==> src/hdl/jsu_pkg.sv <==
// Shared types, character codes and helper functions for the JSON string unescaper.
// Used by jsu_decode, jsu_outbuf and json_string_unescape_utf8; depends on nothing.
package jsu_pkg;

    localparam logic [1:0] ST_DATA  = 2'd0;
    localparam logic [1:0] ST_DONE  = 2'd1;
    localparam logic [1:0] ST_ERROR = 2'd2;

    localparam logic [7:0] CH_QUOTE = 8'h22;
    localparam logic [7:0] CH_BSL   = 8'h5c;
    localparam logic [7:0] CH_SLASH = 8'h2f;
    localparam logic [7:0] CH_B     = 8'h62;
    localparam logic [7:0] CH_F     = 8'h66;
    localparam logic [7:0] CH_N     = 8'h6e;
    localparam logic [7:0] CH_R     = 8'h72;
    localparam logic [7:0] CH_T     = 8'h74;
    localparam logic [7:0] CH_U     = 8'h75;
    localparam logic [7:0] CH_SPACE = 8'h20;

    localparam logic [15:0] HI_SURR_LO = 16'hd800;
    localparam logic [15:0] HI_SURR_HI = 16'hdbff;
    localparam logic [15:0] LO_SURR_LO = 16'hdc00;
    localparam logic [15:0] LO_SURR_HI = 16'hdfff;
    localparam logic [20:0] SUPP_BASE  = 21'h10000;

    typedef enum logic [3:0] {
        MODE_IDLE = 4'd0,
        MODE_STR  = 4'd1,
        MODE_ESC  = 4'd2,
        MODE_HEX1 = 4'd3,
        MODE_BSL  = 4'd4,
        MODE_U    = 4'd5,
        MODE_HEX2 = 4'd6
    } t_mode;

    typedef struct packed {
        logic [7:0] in_byte;
        logic       start_req;
        logic       end_of_text;
    } t_item;

    typedef struct packed {
        logic [2:0]      cnt;
        logic [1:0]      status;
        logic [3:0][7:0] bytes;
    } t_group;

    // Bit 4 flags a byte that is not a hex digit; bits 3:0 hold the digit value.
    function automatic logic [4:0] hex_digit(input logic [7:0] c);
        logic [4:0] r;
        r = 5'h10;
        if (c inside {[8'h30:8'h39]}) begin
            r = {1'b0, c[3:0]};
        end else if (c inside {[8'h61:8'h66], [8'h41:8'h46]}) begin
            r = {1'b0, c[3:0] + 4'd9};
        end
        return r;
    endfunction

    function automatic t_group utf8_encode(input logic [20:0] cp);
        t_group g;
        g.status = ST_DATA;
        g.bytes  = '0;
        if (cp <= 21'h7f) begin
            g.cnt      = 3'd1;
            g.bytes[0] = cp[7:0];
        end else if (cp <= 21'h7ff) begin
            g.cnt      = 3'd2;
            g.bytes[0] = {3'b110, cp[10:6]};
            g.bytes[1] = {2'b10, cp[5:0]};
        end else if (cp <= 21'hffff) begin
            g.cnt      = 3'd3;
            g.bytes[0] = {4'b1110, cp[15:12]};
            g.bytes[1] = {2'b10, cp[11:6]};
            g.bytes[2] = {2'b10, cp[5:0]};
        end else begin
            g.cnt      = 3'd4;
            g.bytes[0] = {5'b11110, cp[20:18]};
            g.bytes[1] = {2'b10, cp[17:12]};
            g.bytes[2] = {2'b10, cp[11:6]};
            g.bytes[3] = {2'b10, cp[5:0]};
        end
        return g;
    endfunction

endpackage

==> src/hdl/jsu_decode.sv <==
// Scanner state and the single-pass decode of one registered input byte into a result group.
// Depends on jsu_pkg.
module jsu_decode (
    input  logic           i_clk,
    input  logic           i_rst_n,
    input  logic           i_advance,
    input  jsu_pkg::t_item i_item,
    output jsu_pkg::t_group o_group
);

    jsu_pkg::t_mode r_mode, n_mode;
    logic [1:0]     r_hex_cnt, n_hex_cnt;
    logic [15:0]    r_first, n_first;
    logic [15:0]    r_second, n_second;

    always_comb begin
        logic [7:0]     b;
        logic [4:0]     d;
        logic [15:0]    unit;
        logic           fin;
        logic [1:0]     fin_st;
        logic           no_eot;
        jsu_pkg::t_group g;

        b         = i_item.in_byte;
        d         = jsu_pkg::hex_digit(b);
        n_mode    = r_mode;
        n_hex_cnt = r_hex_cnt;
        n_first   = r_first;
        n_second  = r_second;
        fin       = 1'b0;
        fin_st    = jsu_pkg::ST_ERROR;
        no_eot    = 1'b0;
        unit      = '0;
        g.cnt     = 3'd0;
        g.status  = jsu_pkg::ST_DATA;
        g.bytes   = '0;

        if (i_item.start_req) begin
            no_eot = 1'b1;
            if (b != jsu_pkg::CH_QUOTE || i_item.end_of_text) begin
                fin = 1'b1;
            end else begin
                n_mode    = jsu_pkg::MODE_STR;
                n_hex_cnt = 2'd0;
            end
        end else begin
            case (r_mode)
                jsu_pkg::MODE_STR: begin
                    if (b == jsu_pkg::CH_QUOTE) begin
                        fin    = 1'b1;
                        fin_st = jsu_pkg::ST_DONE;
                    end else if (b < jsu_pkg::CH_SPACE) begin
                        fin = 1'b1;
                    end else if (b == jsu_pkg::CH_BSL) begin
                        n_mode = jsu_pkg::MODE_ESC;
                    end else begin
                        g.cnt      = 3'd1;
                        g.bytes[0] = b;
                    end
                end
                jsu_pkg::MODE_ESC: begin
                    n_mode = jsu_pkg::MODE_STR;
                    case (b)
                        jsu_pkg::CH_QUOTE, jsu_pkg::CH_BSL, jsu_pkg::CH_SLASH: begin
                            g.cnt      = 3'd1;
                            g.bytes[0] = b;
                        end
                        jsu_pkg::CH_B: begin
                            g.cnt      = 3'd1;
                            g.bytes[0] = 8'h08;
                        end
                        jsu_pkg::CH_F: begin
                            g.cnt      = 3'd1;
                            g.bytes[0] = 8'h0c;
                        end
                        jsu_pkg::CH_N: begin
                            g.cnt      = 3'd1;
                            g.bytes[0] = 8'h0a;
                        end
                        jsu_pkg::CH_R: begin
                            g.cnt      = 3'd1;
                            g.bytes[0] = 8'h0d;
                        end
                        jsu_pkg::CH_T: begin
                            g.cnt      = 3'd1;
                            g.bytes[0] = 8'h09;
                        end
                        jsu_pkg::CH_U: begin
                            n_mode    = jsu_pkg::MODE_HEX1;
                            n_hex_cnt = 2'd0;
                            n_first   = '0;
                        end
                        default: begin
                            fin = 1'b1;
                        end
                    endcase
                end
                jsu_pkg::MODE_HEX1: begin
                    if (d[4]) begin
                        fin = 1'b1;
                    end else begin
                        unit    = {r_first[11:0], d[3:0]};
                        n_first = unit;
                        if (r_hex_cnt != 2'd3) begin
                            n_hex_cnt = r_hex_cnt + 2'd1;
                        end else begin
                            n_hex_cnt = 2'd0;
                            if (unit >= jsu_pkg::HI_SURR_LO && unit <= jsu_pkg::HI_SURR_HI) begin
                                n_mode = jsu_pkg::MODE_BSL;
                            end else if (unit >= jsu_pkg::LO_SURR_LO &&
                                         unit <= jsu_pkg::LO_SURR_HI) begin
                                fin = 1'b1;
                            end else begin
                                n_mode = jsu_pkg::MODE_STR;
                                g      = jsu_pkg::utf8_encode({5'd0, unit});
                            end
                        end
                    end
                end
                jsu_pkg::MODE_BSL: begin
                    if (b != jsu_pkg::CH_BSL) begin
                        fin = 1'b1;
                    end else begin
                        n_mode = jsu_pkg::MODE_U;
                    end
                end
                jsu_pkg::MODE_U: begin
                    if (b != jsu_pkg::CH_U) begin
                        fin = 1'b1;
                    end else begin
                        n_mode    = jsu_pkg::MODE_HEX2;
                        n_hex_cnt = 2'd0;
                        n_second  = '0;
                    end
                end
                jsu_pkg::MODE_HEX2: begin
                    if (d[4]) begin
                        fin = 1'b1;
                    end else begin
                        unit     = {r_second[11:0], d[3:0]};
                        n_second = unit;
                        if (r_hex_cnt != 2'd3) begin
                            n_hex_cnt = r_hex_cnt + 2'd1;
                        end else begin
                            n_hex_cnt = 2'd0;
                            if (unit < jsu_pkg::LO_SURR_LO || unit > jsu_pkg::LO_SURR_HI) begin
                                fin = 1'b1;
                            end else begin
                                n_mode = jsu_pkg::MODE_STR;
                                g      = jsu_pkg::utf8_encode(jsu_pkg::SUPP_BASE +
                                             {1'b0, r_first[9:0], unit[9:0]});
                            end
                        end
                    end
                end
                default: begin
                    n_mode = jsu_pkg::MODE_IDLE;
                    no_eot = 1'b1;
                end
            endcase
        end

        if (!fin && !no_eot && i_item.end_of_text) begin
            fin = 1'b1;
        end

        if (fin) begin
            n_mode    = jsu_pkg::MODE_IDLE;
            n_hex_cnt = 2'd0;
            g.cnt     = 3'd1;
            g.status  = fin_st;
            g.bytes   = '0;
        end

        o_group = g;
    end

    always_ff @(posedge i_clk) begin
        if (!i_rst_n) begin
            r_mode    <= jsu_pkg::MODE_IDLE;
            r_hex_cnt <= 2'd0;
            r_first   <= '0;
            r_second  <= '0;
        end else if (i_advance) begin
            r_mode    <= n_mode;
            r_hex_cnt <= n_hex_cnt;
            r_first   <= n_first;
            r_second  <= n_second;
        end
    end

endmodule

==> src/hdl/jsu_outbuf.sv <==
// Result register that holds one decoded group and hands it out one transfer at a time.
// Depends on jsu_pkg.
module jsu_outbuf (
    input  logic            i_clk,
    input  logic            i_rst_n,
    input  logic            i_load,
    input  jsu_pkg::t_group i_group,
    input  logic            i_stall,
    output logic            o_room,
    output logic            o_valid,
    output logic [7:0]      o_out_byte,
    output logic [1:0]      o_status,
    output logic            o_last
);

    logic [2:0]      r_cnt;
    logic [1:0]      r_status;
    logic [3:0][7:0] r_bytes;
    logic            pop;

    assign o_valid    = (r_cnt != 3'd0);
    assign pop        = o_valid && !i_stall;
    assign o_room     = (r_cnt == 3'd0) || (r_cnt == 3'd1 && !i_stall);
    assign o_out_byte = r_bytes[0];
    assign o_status   = r_status;
    assign o_last     = (r_cnt == 3'd1);

    always_ff @(posedge i_clk) begin
        if (!i_rst_n) begin
            r_cnt <= 3'd0;
        end else if (i_load) begin
            r_cnt <= i_group.cnt;
        end else if (pop) begin
            r_cnt <= r_cnt - 3'd1;
        end
    end

    always_ff @(posedge i_clk) begin
        if (i_load) begin
            r_status <= i_group.status;
            r_bytes  <= i_group.bytes;
        end else if (pop) begin
            r_bytes <= {8'h00, r_bytes[3:1]};
        end
    end

endmodule

==> src/hdl/json_string_unescape_utf8.sv <==
// Streaming JSON string unescaper with UTF-8 output; top level over jsu_decode and jsu_outbuf.
// A byte waits in the input register and its first result is offered from the output register.
// Throughput: one input byte per cycle while each byte gives at most one result and i_stall
// is low; a byte with more results (up to four) holds the input until its last is handed out.
// Reset (synchronous, active low) empties both registers and leaves the scanner idle.
module json_string_unescape_utf8 (
    input  logic       i_clk,
    input  logic       i_rst_n,
    input  logic       i_valid,
    output logic       o_stall,
    input  logic [7:0] i_in_byte,
    input  logic       i_start_req,
    input  logic       i_end_of_text,
    output logic       o_valid,
    input  logic       i_stall,
    output logic [7:0] o_out_byte,
    output logic [1:0] o_status,
    output logic       o_last
);

    logic            r_in_valid;
    jsu_pkg::t_item  r_item;
    jsu_pkg::t_group group;
    logic            room;
    logic            advance;
    logic            accept;

    assign advance = r_in_valid && room;
    assign o_stall = r_in_valid && !room;
    assign accept  = i_valid && !o_stall;

    always_ff @(posedge i_clk) begin
        if (!i_rst_n) begin
            r_in_valid <= 1'b0;
        end else if (accept) begin
            r_in_valid <= 1'b1;
        end else if (advance) begin
            r_in_valid <= 1'b0;
        end
    end

    always_ff @(posedge i_clk) begin
        if (accept) begin
            r_item <= '{in_byte: i_in_byte, start_req: i_start_req, end_of_text: i_end_of_text};
        end
    end

    jsu_decode u_decode (
        .i_clk     (i_clk),
        .i_rst_n   (i_rst_n),
        .i_advance (advance),
        .i_item    (r_item),
        .o_group   (group)
    );

    jsu_outbuf u_outbuf (
        .i_clk      (i_clk),
        .i_rst_n    (i_rst_n),
        .i_load     (advance),
        .i_group    (group),
        .i_stall    (i_stall),
        .o_room     (room),
        .o_valid    (o_valid),
        .o_out_byte (o_out_byte),
        .o_status   (o_status),
        .o_last     (o_last)
    );

endmodule
==> config.mk <==
export PLATFORM = sky130hd
export DESIGN_NAME = json_string_unescape_utf8
export DESIGN_NICKNAME = d
export VERILOG_FILES = /design/src/hdl/jsu_pkg.sv /design/src/hdl/jsu_decode.sv /design/src/hdl/jsu_outbuf.sv /design/src/hdl/json_string_unescape_utf8.sv
export SDC_FILE = /design/constraint.sdc
export NUM_CORES = 1
export LEC_CHECK = 0
export BUFFER_PORTS_ARGS = -buffer_cell sky130_fd_sc_hd__buf_2
export CORE_MARGIN = 4
export CORE_UTILIZATION = 45
export CTS_CLUSTER_DIAMETER = 120
export DETAILED_ROUTE_END_ITERATION = 7
export PLACE_DENSITY = 0.73
export SLEW_MARGIN = 20
export SYNTH_ARGS = -nofsm -noshare
export SYNTH_HDL_FRONTEND = slang
export SYNTH_SLANG_ARGS = --single-unit
==> constraint.sdc <==
create_clock -name i_clk -period 3.7 [get_ports i_clk]
set_input_delay 0.37 -clock i_clk [delete_from_list [all_inputs] [get_ports i_clk]]
set_output_delay 0.37 -clock i_clk [all_outputs]
set_load 0.01 [all_outputs]
==> qor.csv <==
metric,value,unit
run_status,"finished, final reports clean",
finalSetupTns,0,ns
drt_iter0_drc,625,
fin_worst_skew,0.00997,ns
p_sw_share,31.8,%
synth_top_area_share,23.1,%
hold_path_class,in2reg,
power.density,479,nW/um^2
num_rows,39,
synth_edf_count,41,
yosysSeqAreaShare,35.5,%
worstHoldPathCells,1,
die_h,117,um
hold_viol,0,
grt_max_degree,38,
min_to,r_item[4],
tritoncts,built,
grt_use_total,26.2,%
min_period,3.57,ns
synth_top_flop_cell,edfxtp_1,
intPower,1.96,mW
final_cell_mix,"58 x nor2_1, 50 x nand2_1, 41 x edfxtp_1",
fin_hold_ws,0.194,ns
setup_violations,0,
power_frac_clock,29.3,%
worstReg2RegStart,r_item[8],
ant_nets,0,
drive_gt1_share,17.5,%
pwr-share-seq,43.1,%
synth_area,5330,sq um
comb_power_share,27.6,%
clock_latency,0.35,ns
start_util,46.3,%
h-tree-depth,3,
placedCellCount,778,
slew_headroom,37.5,%
antenna_cells,0,
ios,27,
yosys_warnings,0,
grt_pass1_wl,27100,um
drv_slew,0,
worstSetupPathType,reg2reg,
max_freq,0.280,GHz
synth_area_per_cell,8.62,sq um
peakVddDrop,0.000307,V
synthesis.nets,645,
antenna_found_initial,0,
first_pass_iters,6,
ys_seq_elements,74,
drc_errors,0,
port_buffers,26,
layoutNonFillerInstCount,795,
gp_congestion,0.996,
drv_cap,0,
core,11500,sq um
gr-total-overflow,0,
vias,5278,
critPathMaxFanout,10,
cts_max_path_buffers,2,
async_flop_share,0,%
reg2reg_slack,0.13,ns
via_per_inst,6.64,
synth.distinct_cells,87,
leakagePower,2.11,nW
syn_to_final_growth,12.8,%
drt-wirelength-per-cell,21.9,um
clk_pin_slew_worst_paths,0.06,ns
numCtsBuffers,9,
worst-endpoint-required,3.80,ns
dp_hpwl,13200,um
die_area,13600,sq um
fp.dieW,117,um
netlist_top_cells_area,"edfxtp_1 23%, dfxtp_1 12%, nor2_1 4.1%, o21ai_0 3.8%, a22oi_1 3.7%",
fin_crit_sh,96.4,%
clock-root-buffer,clkbuf_16,
layout_commonest_cell,nor2_1,
arrival,3.66,ns
worst_slew_pin_slew,0.927,ns
cts_sinks,74,
nNetsFinal,674,
r2r_cells,9,
switchingPower,0.915,mW
drt_wl_total,17400,um
power.total,2.88,mW
hold_buffers,0,
r2r-end,u_outbuf.o_out_byte[0],
grt_pass1_vias,4943,
yosysTopAreaCell,edfxtp_1,
endpoint_kind,flop,
hp-start,i_in_byte[2],
critPathLaunchType,flop,
syn_inst,618,
## cells in the mapped netlist, drive strengths merged (12+ instances only)
library cell	number
inv	21
ha	13
a21oi	28
nor3	12
edfxtp	41
clkbuf	29
o21ai	46
nand2	50
buf	16
nand3	23
nor2	61
a22oi	26
nor2b	31
dfxtp	33
## cell families (layout without fill, tap and decap cells)
logic type / after synthesis / in the layout / share of synthesized area [%]
flops: 74 / 74 / 35.5
compound gates: 207 / 207 / 28.3
xor+xnor: 2 / 2 / 0.329
fa+ha+maj: 13 / 13 / 3.05
simple gates: 247 / 247 / 25.2
mux: 8 / 8 / 1.62
buf+inv: 67 / 101 / 5.99
## metal layers
| metal | up-vias | track usage (%) | wire length [um] |
|---|---|---|---|
| met3 | 50 | 6.53 | 1720 |
| met4 | 0 | 9.86 | 646 |
| met5 | - | 0 | 0 |
| met1 | 2488 | 35.6 | 7280 |
| met2 | 331 | 40.4 | 7810 |
| li1 | 2409 | - | - |
## state kept, by name (all words and copies together), names as in the netlist
name	flops
u_outbuf.o_status	2
u_decode.r_second	12
u_outbuf.r_cnt	3
u_outbuf.o_out_byte	8
u_outbuf.r_bytes	21
r_in_valid	1
u_decode.r_mode	3
u_decode.r_hex_cnt	2
u_decode.r_first	12
r_item	10
## worst max path at each step
stage | slack, ns | start | endpoint | depth (start not counted)
CTS | 0.13 | r_item[9] | u_outbuf.o_out_byte[0] | 11
global placement | 0.23 | r_item[3] | u_outbuf.o_out_byte[0] | 12
floorplan | 0.34 | r_item[2] | u_outbuf.r_bytes[17] | 10
finish | 0.13 | r_item[8] | u_outbuf.o_out_byte[0] | 9
global route | -0.009 | r_item[8] | u_outbuf.o_out_byte[0] | 9
detailed placement | 0.14 | r_item[8] | u_outbuf.o_out_byte[0] | 10
## worst max-delay path: stages, from the launching register on
cell and delay, ns:
edfxtp_1 0.47, or4b_4 0.54, a2111oi_4 0.36, o22ai_2 0.22
nor4_4 0.45, a31oi_2 0.22, or2_4 0.35, a221oi_1 0.40
o221a_1 0.24, o21ai_1 0.06
## power by group through the flow
stage	combinational (mW)	sequential, mW	clock [mW]
global route	0.879	1.26	0.906
finish	0.795	1.24	0.844
CTS	0.787	1.24	0.869
detailed placement	0.785	1.25	0
floorplan	0.578	1.23	0
global placement	0.762	1.25	0
## per-stage QoR
stage,worst slack (ns),utilization [%],instance area (sq um)
after CTS,0.131,51.8,5960
after floorplan,0.340,-,5330
after global routing,-0.00922,52.2,6010
after detailed placement,0.140,49.3,5680
final,0.134,52.2,6010
after global placement,0.234,49.3,5680
## repair_timing
action,4_1_cts,5_1_grt
endpoints found under the setup margin,0,10
resized for setup,0,8
setup buffers,0,1
## layout make-up
cell class / count / area, sq um
clock inverters: 4 / 45.0
flip-flops and latches: 74 / 1890
multi-input cells: 477 / 3150
well taps: 143 / 179
clock buffers: 12 / 236
repair buffers: 63 / 424
inverters: 22 / 82.6
fillers: 1034 / 5510
(Power assumes the default switching activity.)
